File: config.mk
export PLATFORM = sky130hd
export DESIGN_NAME = ascii_command_decoder_core
export DESIGN_NICKNAME = d
export VERILOG_FILES = /design/src/hdl/acd_pkg.sv /design/src/hdl/acd_front.sv /design/src/hdl/acd_queue.sv /design/src/hdl/acd_back.sv /design/src/hdl/ascii_command_decoder_core.sv
export SDC_FILE = /design/constraint.sdc
export NUM_CORES = 1
export LEC_CHECK = 0
export BUFFER_PORTS_ARGS = -buffer_cell sky130_fd_sc_hd__buf_2
export CAP_MARGIN = 20
export CORE_UTILIZATION = 55
export DETAILED_ROUTE_END_ITERATION = 10
export PLACE_DENSITY = 0.73
export SETUP_SLACK_MARGIN = 0.3
export SLEW_MARGIN = 20
export SYNTH_ARGS = -nofsm -noshare
export SYNTH_HDL_FRONTEND = slang
export SYNTH_SLANG_ARGS = --single-unit
export TNS_END_PERCENT = 50
File: constraint.sdc
create_clock -name clk -period 5.54 [get_ports clk]
set_input_delay 0.554 -clock clk [delete_from_list [all_inputs] [get_ports clk]]
set_output_delay 0.554 -clock clk [all_outputs]
set_load 0.01 [all_outputs]
File: src/hdl/acd_pkg.sv
// shared types and constants for the ascii command decoder
// no dependencies
package acd_pkg;

	localparam int unsigned QUEUE_DEPTH = 4;
	localparam int unsigned QUEUE_AW    = $clog2(QUEUE_DEPTH);

	localparam logic [7:0] CHAR_NUL   = 8'h00;
	localparam logic [7:0] CHAR_SEMI  = 8'h3B;
	localparam logic [7:0] CHAR_QUOTE = 8'h27;
	localparam logic [7:0] CHAR_0     = 8'h30;
	localparam logic [7:0] CHAR_9     = 8'h39;
	localparam logic [7:0] CHAR_A     = 8'h41;
	localparam logic [7:0] CHAR_F     = 8'h46;
	localparam logic [7:0] CHAR_LA    = 8'h61;
	localparam logic [7:0] CHAR_LZ    = 8'h7A;

	localparam logic [0:0]  CFG_DEST_CAPACITY = 1'b0;
	localparam logic [0:0]  CFG_ESCAPE_CHAR   = 1'b1;
	localparam logic [15:0] CAPACITY_RESET    = 16'd256;
	localparam logic [7:0]  ESCAPE_RESET      = 8'd94;

	typedef enum logic [1:0] {
		ST_OK       = 2'd0,
		ST_BAD_HEX  = 2'd1,
		ST_NO_SPACE = 2'd2
	} status_t;

	// one queue entry: a summary, or one or two data bytes
	typedef struct packed {
		logic        two;
		logic [7:0]  byte0;
		logic [7:0]  byte1;
		logic        summary;
		status_t     status;
		logic [15:0] length;
	} acd_entry_t;

	typedef struct packed {
		logic full;
		logic empty;
	} acd_queue_status_t;

endpackage

File: src/hdl/acd_front.sv
// front end: accepts characters, tracks command state, builds queue entries
// depends on acd_pkg
module acd_front (
	input  logic               clk,
	input  logic               arst_n,
	input  logic               in_valid,
	input  logic [7:0]         in_char,
	output logic               in_stall,
	input  logic [15:0]        cap,
	input  logic [7:0]         esc_char,
	input  acd_pkg::acd_queue_status_t q_stat,
	output logic               push,
	output acd_pkg::acd_entry_t entry
);
	import acd_pkg::*;

	logic        in_quote_q, quote_pend_q, hex_pend_q, high_inv_q;
	logic [3:0]  high_nib_q;
	logic [15:0] count_q;
	status_t     abort_q;

	logic        iq, qp, hp, hi;
	logic [3:0]  hn;
	logic [15:0] cnt;
	status_t     ab;
	logic        accept, term, emit, esc, lower;
	logic [7:0]  b;
	logic [4:0]  hx;
	logic [16:0] cnt_p1, cnt_p2, cap_x;

	function automatic logic [4:0] hex_digit(input logic [7:0] c);
		logic [7:0] v;
		v = 8'd0;
		if (c >= CHAR_0 && c <= CHAR_9) begin
			v = c - CHAR_0;
			return {1'b0, v[3:0]};
		end else if (c >= CHAR_A && c <= CHAR_F) begin
			v = c - CHAR_A + 8'd10;
			return {1'b0, v[3:0]};
		end
		return 5'b10000;
	endfunction

	assign in_stall = q_stat.full;
	assign accept   = in_valid && !in_stall;
	assign term     = (in_char == CHAR_NUL) || (in_char == CHAR_SEMI);
	assign lower    = (in_char >= CHAR_LA) && (in_char <= CHAR_LZ);
	assign hx       = hex_digit(in_char);
	assign cnt_p1   = {1'b0, count_q} + 17'd1;
	assign cnt_p2   = {1'b0, count_q} + 17'd2;
	assign cap_x    = {1'b0, cap};

	always_comb begin
		iq    = in_quote_q;
		qp    = quote_pend_q;
		hp    = hex_pend_q;
		hn    = high_nib_q;
		hi    = high_inv_q;
		cnt   = count_q;
		ab    = abort_q;
		emit  = 1'b0;
		esc   = 1'b0;
		b     = 8'd0;
		push  = 1'b0;
		entry = '0;
		if (accept) begin
			if (term) begin
				push          = 1'b1;
				entry.summary = 1'b1;
				entry.status  = (cap == 16'd0) ? ST_NO_SPACE : abort_q;
				entry.length  = (entry.status == ST_OK) ? count_q : 16'd0;
				iq  = 1'b0;
				qp  = 1'b0;
				hp  = 1'b0;
				hn  = 4'd0;
				hi  = 1'b0;
				cnt = 16'd0;
				ab  = ST_OK;
			end else if (abort_q != ST_OK) begin
				ab = abort_q;
			end else if (cap == 16'd0) begin
				ab = ST_NO_SPACE;
			end else begin
				if (qp && in_char != CHAR_QUOTE) begin
					iq = 1'b0;
					qp = 1'b0;
				end
				if (hp) begin
					hp = 1'b0;
					if (hx[4] || hi) begin
						ab = ST_BAD_HEX;
					end else begin
						b    = {hn, hx[3:0]};
						emit = 1'b1;
					end
				end else if (iq) begin
					if (in_char == CHAR_QUOTE && !qp) begin
						qp = 1'b1;
					end else begin
						qp   = 1'b0;
						b    = in_char;
						emit = 1'b1;
					end
				end else if (in_char >= CHAR_0 && in_char <= CHAR_F) begin
					hn = hx[3:0];
					hi = hx[4];
					hp = 1'b1;
				end else if (in_char == CHAR_QUOTE) begin
					iq = 1'b1;
				end else if (lower && esc_char != 8'd0) begin
					esc  = 1'b1;
					b    = in_char;
					emit = 1'b1;
				end
				if (emit) begin
					if (esc_char != 8'd0 && b == esc_char) begin
						esc = 1'b1;
					end
					if ({1'b0, count_q} >= cap_x) begin
						ab = ST_NO_SPACE;
					end else if (esc) begin
						push        = 1'b1;
						entry.byte0 = esc_char;
						if (cnt_p1 >= cap_x) begin
							ab  = ST_NO_SPACE;
							cnt = cnt_p1[15:0];
						end else begin
							entry.two   = 1'b1;
							entry.byte1 = b;
							cnt         = cnt_p2[15:0];
							if (cnt_p2 >= cap_x) begin
								ab = ST_NO_SPACE;
							end
						end
					end else begin
						push        = 1'b1;
						entry.byte0 = b;
						cnt         = cnt_p1[15:0];
						if (cnt_p1 >= cap_x) begin
							ab = ST_NO_SPACE;
						end
					end
				end
			end
		end
	end

	always_ff @(posedge clk or negedge arst_n) begin
		if (!arst_n) begin
			in_quote_q   <= 1'b0;
			quote_pend_q <= 1'b0;
			hex_pend_q   <= 1'b0;
			high_nib_q   <= 4'd0;
			high_inv_q   <= 1'b0;
			count_q      <= 16'd0;
			abort_q      <= ST_OK;
		end else begin
			in_quote_q   <= iq;
			quote_pend_q <= qp;
			hex_pend_q   <= hp;
			high_nib_q   <= hn;
			high_inv_q   <= hi;
			count_q      <= cnt;
			abort_q      <= ab;
		end
	end

endmodule

File: src/hdl/acd_queue.sv
// small fifo of decoded entries between front and back end
// depends on acd_pkg
module acd_queue (
	input  logic                      clk,
	input  logic                      arst_n,
	input  logic                      push,
	input  acd_pkg::acd_entry_t       wr_entry,
	input  logic                      pop,
	output acd_pkg::acd_entry_t       rd_entry,
	output acd_pkg::acd_queue_status_t stat
);
	import acd_pkg::*;

	acd_entry_t          mem_q [QUEUE_DEPTH];
	logic [QUEUE_AW-1:0] wr_ptr_q, rd_ptr_q;
	logic [QUEUE_AW:0]   count_q;
	logic                do_push, do_pop;

	assign stat.full  = (count_q == (QUEUE_AW+1)'(QUEUE_DEPTH));
	assign stat.empty = (count_q == '0);
	assign do_push    = push && !stat.full;
	assign do_pop     = pop && !stat.empty;
	assign rd_entry   = mem_q[rd_ptr_q];

	always_ff @(posedge clk) begin
		if (do_push) begin
			mem_q[wr_ptr_q] <= wr_entry;
		end
	end

	always_ff @(posedge clk or negedge arst_n) begin
		if (!arst_n) begin
			wr_ptr_q <= '0;
			rd_ptr_q <= '0;
			count_q  <= '0;
		end else begin
			if (do_push) begin
				wr_ptr_q <= wr_ptr_q + 1'b1;
			end
			if (do_pop) begin
				rd_ptr_q <= rd_ptr_q + 1'b1;
			end
			unique case ({do_push, do_pop})
				2'b10:   count_q <= count_q + 1'b1;
				2'b01:   count_q <= count_q - 1'b1;
				default: count_q <= count_q;
			endcase
		end
	end

endmodule

File: src/hdl/acd_back.sv
// back end: turns queue entries into output transfers, one per cycle while out_stall is low
// depends on acd_pkg
module acd_back (
	input  logic                       clk,
	input  logic                       arst_n,
	input  acd_pkg::acd_entry_t        rd_entry,
	input  acd_pkg::acd_queue_status_t q_stat,
	output logic                       pop,
	output logic                       out_valid,
	input  logic                       out_stall,
	output logic [7:0]                 out_byte,
	output logic                       is_summary,
	output logic [1:0]                 status,
	output logic [15:0]                length,
	output logic                       last
);
	import acd_pkg::*;

	logic        valid_q, pend_q, load;
	logic [7:0]  second_q;
	logic [7:0]  byte_q;
	logic        summary_q, last_q;
	status_t     status_q;
	logic [15:0] length_q;

	assign load = !valid_q || !out_stall;
	assign pop  = load && !pend_q && !q_stat.empty;

	always_ff @(posedge clk or negedge arst_n) begin
		if (!arst_n) begin
			valid_q <= 1'b0;
			pend_q  <= 1'b0;
		end else if (load) begin
			if (pend_q) begin
				valid_q <= 1'b1;
				pend_q  <= 1'b0;
			end else if (!q_stat.empty) begin
				valid_q <= 1'b1;
				pend_q  <= rd_entry.two;
			end else begin
				valid_q <= 1'b0;
			end
		end
	end

	always_ff @(posedge clk) begin
		if (load) begin
			if (pend_q) begin
				byte_q    <= second_q;
				summary_q <= 1'b0;
				status_q  <= ST_OK;
				length_q  <= 16'd0;
				last_q    <= 1'b1;
			end else if (!q_stat.empty) begin
				byte_q    <= rd_entry.byte0;
				second_q  <= rd_entry.byte1;
				summary_q <= rd_entry.summary;
				status_q  <= rd_entry.status;
				length_q  <= rd_entry.length;
				last_q    <= !rd_entry.two;
			end
		end
	end

	assign out_valid  = valid_q;
	assign out_byte   = byte_q;
	assign is_summary = summary_q;
	assign status     = status_q;
	assign length     = length_q;
	assign last       = last_q;

endmodule

File: src/hdl/ascii_command_decoder_core.sv
// ascii command decoder top level: config registers, front end, queue, back end
// a result passes through the queue and then the back-end output register after its character transfer
// throughput: one character per cycle while the queue is not full; an escaped byte takes two output transfers,
// so a long run of escaped bytes fills the four-entry queue, after which in_stall holds back characters
// reset: command state cleared, dest_capacity 256, escape_char 94, queue empty
module ascii_command_decoder_core (
	input  logic        clk,
	input  logic        arst_n,
	input  logic        in_valid,
	output logic        in_stall,
	input  logic [7:0]  in_char,
	output logic        out_valid,
	input  logic        out_stall,
	output logic [7:0]  out_byte,
	output logic        is_summary,
	output logic [1:0]  status,
	output logic [15:0] length,
	output logic        last,
	input  logic        cfg_valid,
	output logic        cfg_ready,
	input  logic [0:0]  cfg_index,
	input  logic [15:0] cfg_data
);
	import acd_pkg::*;

	logic [15:0]       cap_q;
	logic [7:0]        esc_q;
	logic              push, pop;
	acd_entry_t        wr_entry, rd_entry;
	acd_queue_status_t q_stat;

	assign cfg_ready = 1'b1;

	always_ff @(posedge clk or negedge arst_n) begin
		if (!arst_n) begin
			cap_q <= CAPACITY_RESET;
			esc_q <= ESCAPE_RESET;
		end else if (cfg_valid && cfg_ready) begin
			unique case (cfg_index)
				CFG_DEST_CAPACITY: cap_q <= cfg_data;
				CFG_ESCAPE_CHAR:   esc_q <= cfg_data[7:0];
				default:           cap_q <= cap_q;
			endcase
		end
	end

	acd_front u_front (
		.clk      (clk),
		.arst_n   (arst_n),
		.in_valid (in_valid),
		.in_char  (in_char),
		.in_stall (in_stall),
		.cap      (cap_q),
		.esc_char (esc_q),
		.q_stat   (q_stat),
		.push     (push),
		.entry    (wr_entry)
	);

	acd_queue u_queue (
		.clk      (clk),
		.arst_n   (arst_n),
		.push     (push),
		.wr_entry (wr_entry),
		.pop      (pop),
		.rd_entry (rd_entry),
		.stat     (q_stat)
	);

	acd_back u_back (
		.clk        (clk),
		.arst_n     (arst_n),
		.rd_entry   (rd_entry),
		.q_stat     (q_stat),
		.pop        (pop),
		.out_valid  (out_valid),
		.out_stall  (out_stall),
		.out_byte   (out_byte),
		.is_summary (is_summary),
		.status     (status),
		.length     (length),
		.last       (last)
	);

endmodule

==> run_results.csv <==
group,metric,value,unit
worst_setup_path,r2r_start,"u_front.count_q[2]",
timing,setup_viol,0,
finish,final_common_cell,"edfxtp_1",
timing,maxSlewViolCount,0,
place,dpl_worst_slack,1.11,ns
logic_synthesis,async_flop_share,24.7,%
worst_setup_path,cp.required,6.00,ns
die,dieArea,22600,um2
logic_synthesis,ys_seq_elements,239,
logic_synthesis,syn_nets,1024,
place,dp_hpwl,18500,um
finish,antenna_cells,0,
clock_network,cts_buffers,26,
grt,grt_pass1_vias,7645,
finish,final_nets,1081,
hold_path,min_path_type,"input port to async pin",
clock_network,clk_pin_slew,0.06,ns
grt,antenna_found_initial,0,
timing,fin_crit,4.56,ns
run_status,status,"complete, no violations",
timing,hold_viol,0,
run,maxCapViolations,0,
logic_synthesis,synth_seq_area_share,57.0,%
drt,drtPass1Iterations,5,
power,p_per_area,448,nW/um2
clock_network,ctsHoldBuffers,0,
worst_setup_path,crit_start,"u_front.count_q[2]",
die,die_x,150,um
power,ir_worst_vdd,321,uV
timing,rsz0062_at_grt,"no",
logic_synthesis,synth_area,12100,um2
finish,final_cell_mix,"edfxtp_1 (180), nand2_1 (71), buf_2 (59), ha_1 (58), dfrtp_1 (52)",
worst_setup_path,cp-end-kind,"register",
place,portBuffers,59,
timing,slew-limit-headroom,35.7,%
timing,finalWorstSetupSlack,0.979,ns
clock_network,cts_setup_buffers,0,
logic_synthesis,dominantRegCellSynth,"edfxtp_1",
timing,tns,0,ns
worst_setup_path,arrival,5.02,ns
drt,wl_per_cell,20.5,um
grt,gr-total-overflow,0,
drt,vias_per_cell,6.10,
logic_synthesis,syn_inst,935,
drt,initialDrtViolationCount,771,
die,die_h,150,um
clock_network,cts_root_buffer,"clkbuf_16",
drt,wirelength,26400,um
timing,fmax,0.219,GHz
clock_network,cts.sinks,239,
worst_setup_path,path_class,"register to register",
clock_network,cts_max_level,1,
grt,grt_pass1_wl,42200,um
clock_network,cts.repair.resized,0,
timing,period_share,82.3,%
clock_network,clock_path_buffers,3,
grt,grt_max_degree,60,
worst_setup_path,cp-start-kind,"register",
drt,drcViolationCount,0,
drt,vias,7846,
power,leakage,5.21,nW
clock_network,cts_tree,"done",
finish,area_growth,11.9,%
timing,skew,0.0115,ns
logic_synthesis,synth.avg_cell_area,12.9,um2
die,initial_core_util,56.8,%
worst_setup_path,path_max_fanout,12,
drt,final_antenna_net_count,0,
grt,grtUsageTotal,24.6,%
finish,drive_gt1_share,20.1,%
timing,worstMarginPinSlew,0.956,ns
logic_synthesis,synth_edf_count,180,
clock_network,clk_latency,0.53,ns
logic_synthesis,ys.warnings.count,0,
die,coreArea,21300,um2
die,ioPinCount,61,
die,core.rowCount,53,
place,gp_congestion,0.934,
logic_synthesis,synth_cell_types,83,
==> registers in the layout, indices dropped and copies added, names as in the netlist, 4 cells and up <==
signal	count
cap_q	16
esc_q	8
u_back.length	16
u_back.out_byte	8
u_back.second_q	8
u_front.count_q	16
u_front.high_nib_q	4
u_queue.mem_q	144
==> where the power goes <==
| part | internal (mW) | total, mW | leakage, nW | switching, mW |
|---|---|---|---|---|
| Clock | 1.07 | 1.76 | 0.426 | 0.687 |
| Sequential | 2.24 | 2.52 | 2.43 | 0.279 |
| Combinational | 0.782 | 1.78 | 2.35 | 0.993 |
| Total | 4.10 | 6.05 | 5.21 | 1.96 |
==> final timing paths <==
check,depth (start not counted),slack [ns],end
setup / recovery,15,0.98,u_front.count_q[12]
hold / removal,2,0.16,cap_q[11]
setup reg to reg,15,0.98,u_front.count_q[12]
hold reg to reg,1,0.50,u_front.quote_pend_q
max in group asynchronous,2,4.79,u_queue.rd_ptr_q[0]
min in group clk,3,0.23,cap_q[10]
==> layout make-up <==
| class | instances | area [um2] |
|---|---|---|
| clock buffers | 34 | 691 |
| clock inverters | 14 | 190 |
| fillers | 1637 | 7760 |
| inverters | 38 | 143 |
| multi-input cells | 613 | 4860 |
| flip-flops and latches | 239 | 6890 |
| well taps | 275 | 344 |
| repair buffers | 74 | 408 |
==> Yosys cell counts, drive strengths merged, types with 11 or more instances <==
master,count,area [um2]
nor2b,27,169
and2,21,131
nand3,27,135
mux2,17,191
nor4,12,75.1
and3,12,75.1
inv,38,143
a21oi,36,203
ha,58,726
dfrtp,53,1330
o21ai,44,231
a21o,19,143
o211ai,15,118
xnor2,17,149
xor2,15,131
nand4,16,100
clkbuf,34,128
buf,11,71.3
a31oi,12,75.1
nor2,47,176
edfxtp,180,5410
mux4,36,811
nand2,72,273
==> metal layers <==
metal  vias up  GRT usage, %  wire length [um]
met4         0          7.22               746
met2       296          39.1             12200
li1       3662             -                 -
met3        55          3.64              1720
met5         -             0                 0
met1      3833          35.3             11800
==> stage by stage <==
step	instances	power (mW)	hold WS [ns]	cell area [um2]	util, %
global placement	1239	4.29	0.467	12600	59.4
detailed placement	1239	4.32	0.490	12600	59.4
floorplan	935	3.77	0.258	12100	-
finish	1287	6.05	0.163	13500	63.5
CTS	1287	6.08	0.210	13500	63.5
global route	1287	6.37	0.222	13500	63.5
==> logic make-up (layout without fill, tap and decap cells) <==
family | Yosys count | count (layout) | synth area share [%]
AOI/OAI and AO/OA | 181 | 181 | 10.7
xor gates and xnor gates | 32 | 32 | 2.32
adders and majority gates | 59 | 59 | 6.17
buffers and inverters | 83 | 160 | 2.83
DFF | 239 | 239 | 57.0
muxes | 60 | 60 | 8.88
other | 1 | 1 | 0.0310
and+or+nand+nor | 280 | 280 | 12.1
==> worst max-delay path: stages (launching register included) <==
cell and delay, ns:
dfrtp_1 0.50, ha_1 0.31, and3_1 0.32, and3_1 0.31, and3_1 0.24, and3_1 0.30, and3_1 0.27, nand4_1 0.13
xnor2_1 0.16, ha_1 0.29, a221oi_1 0.30, and3_1 0.51, nand4_1 0.29, o2111ai_1 0.27, o2111ai_1 0.14, o21ai_1 0.12
No activity file was read; power rests on OpenSTA's default activity.
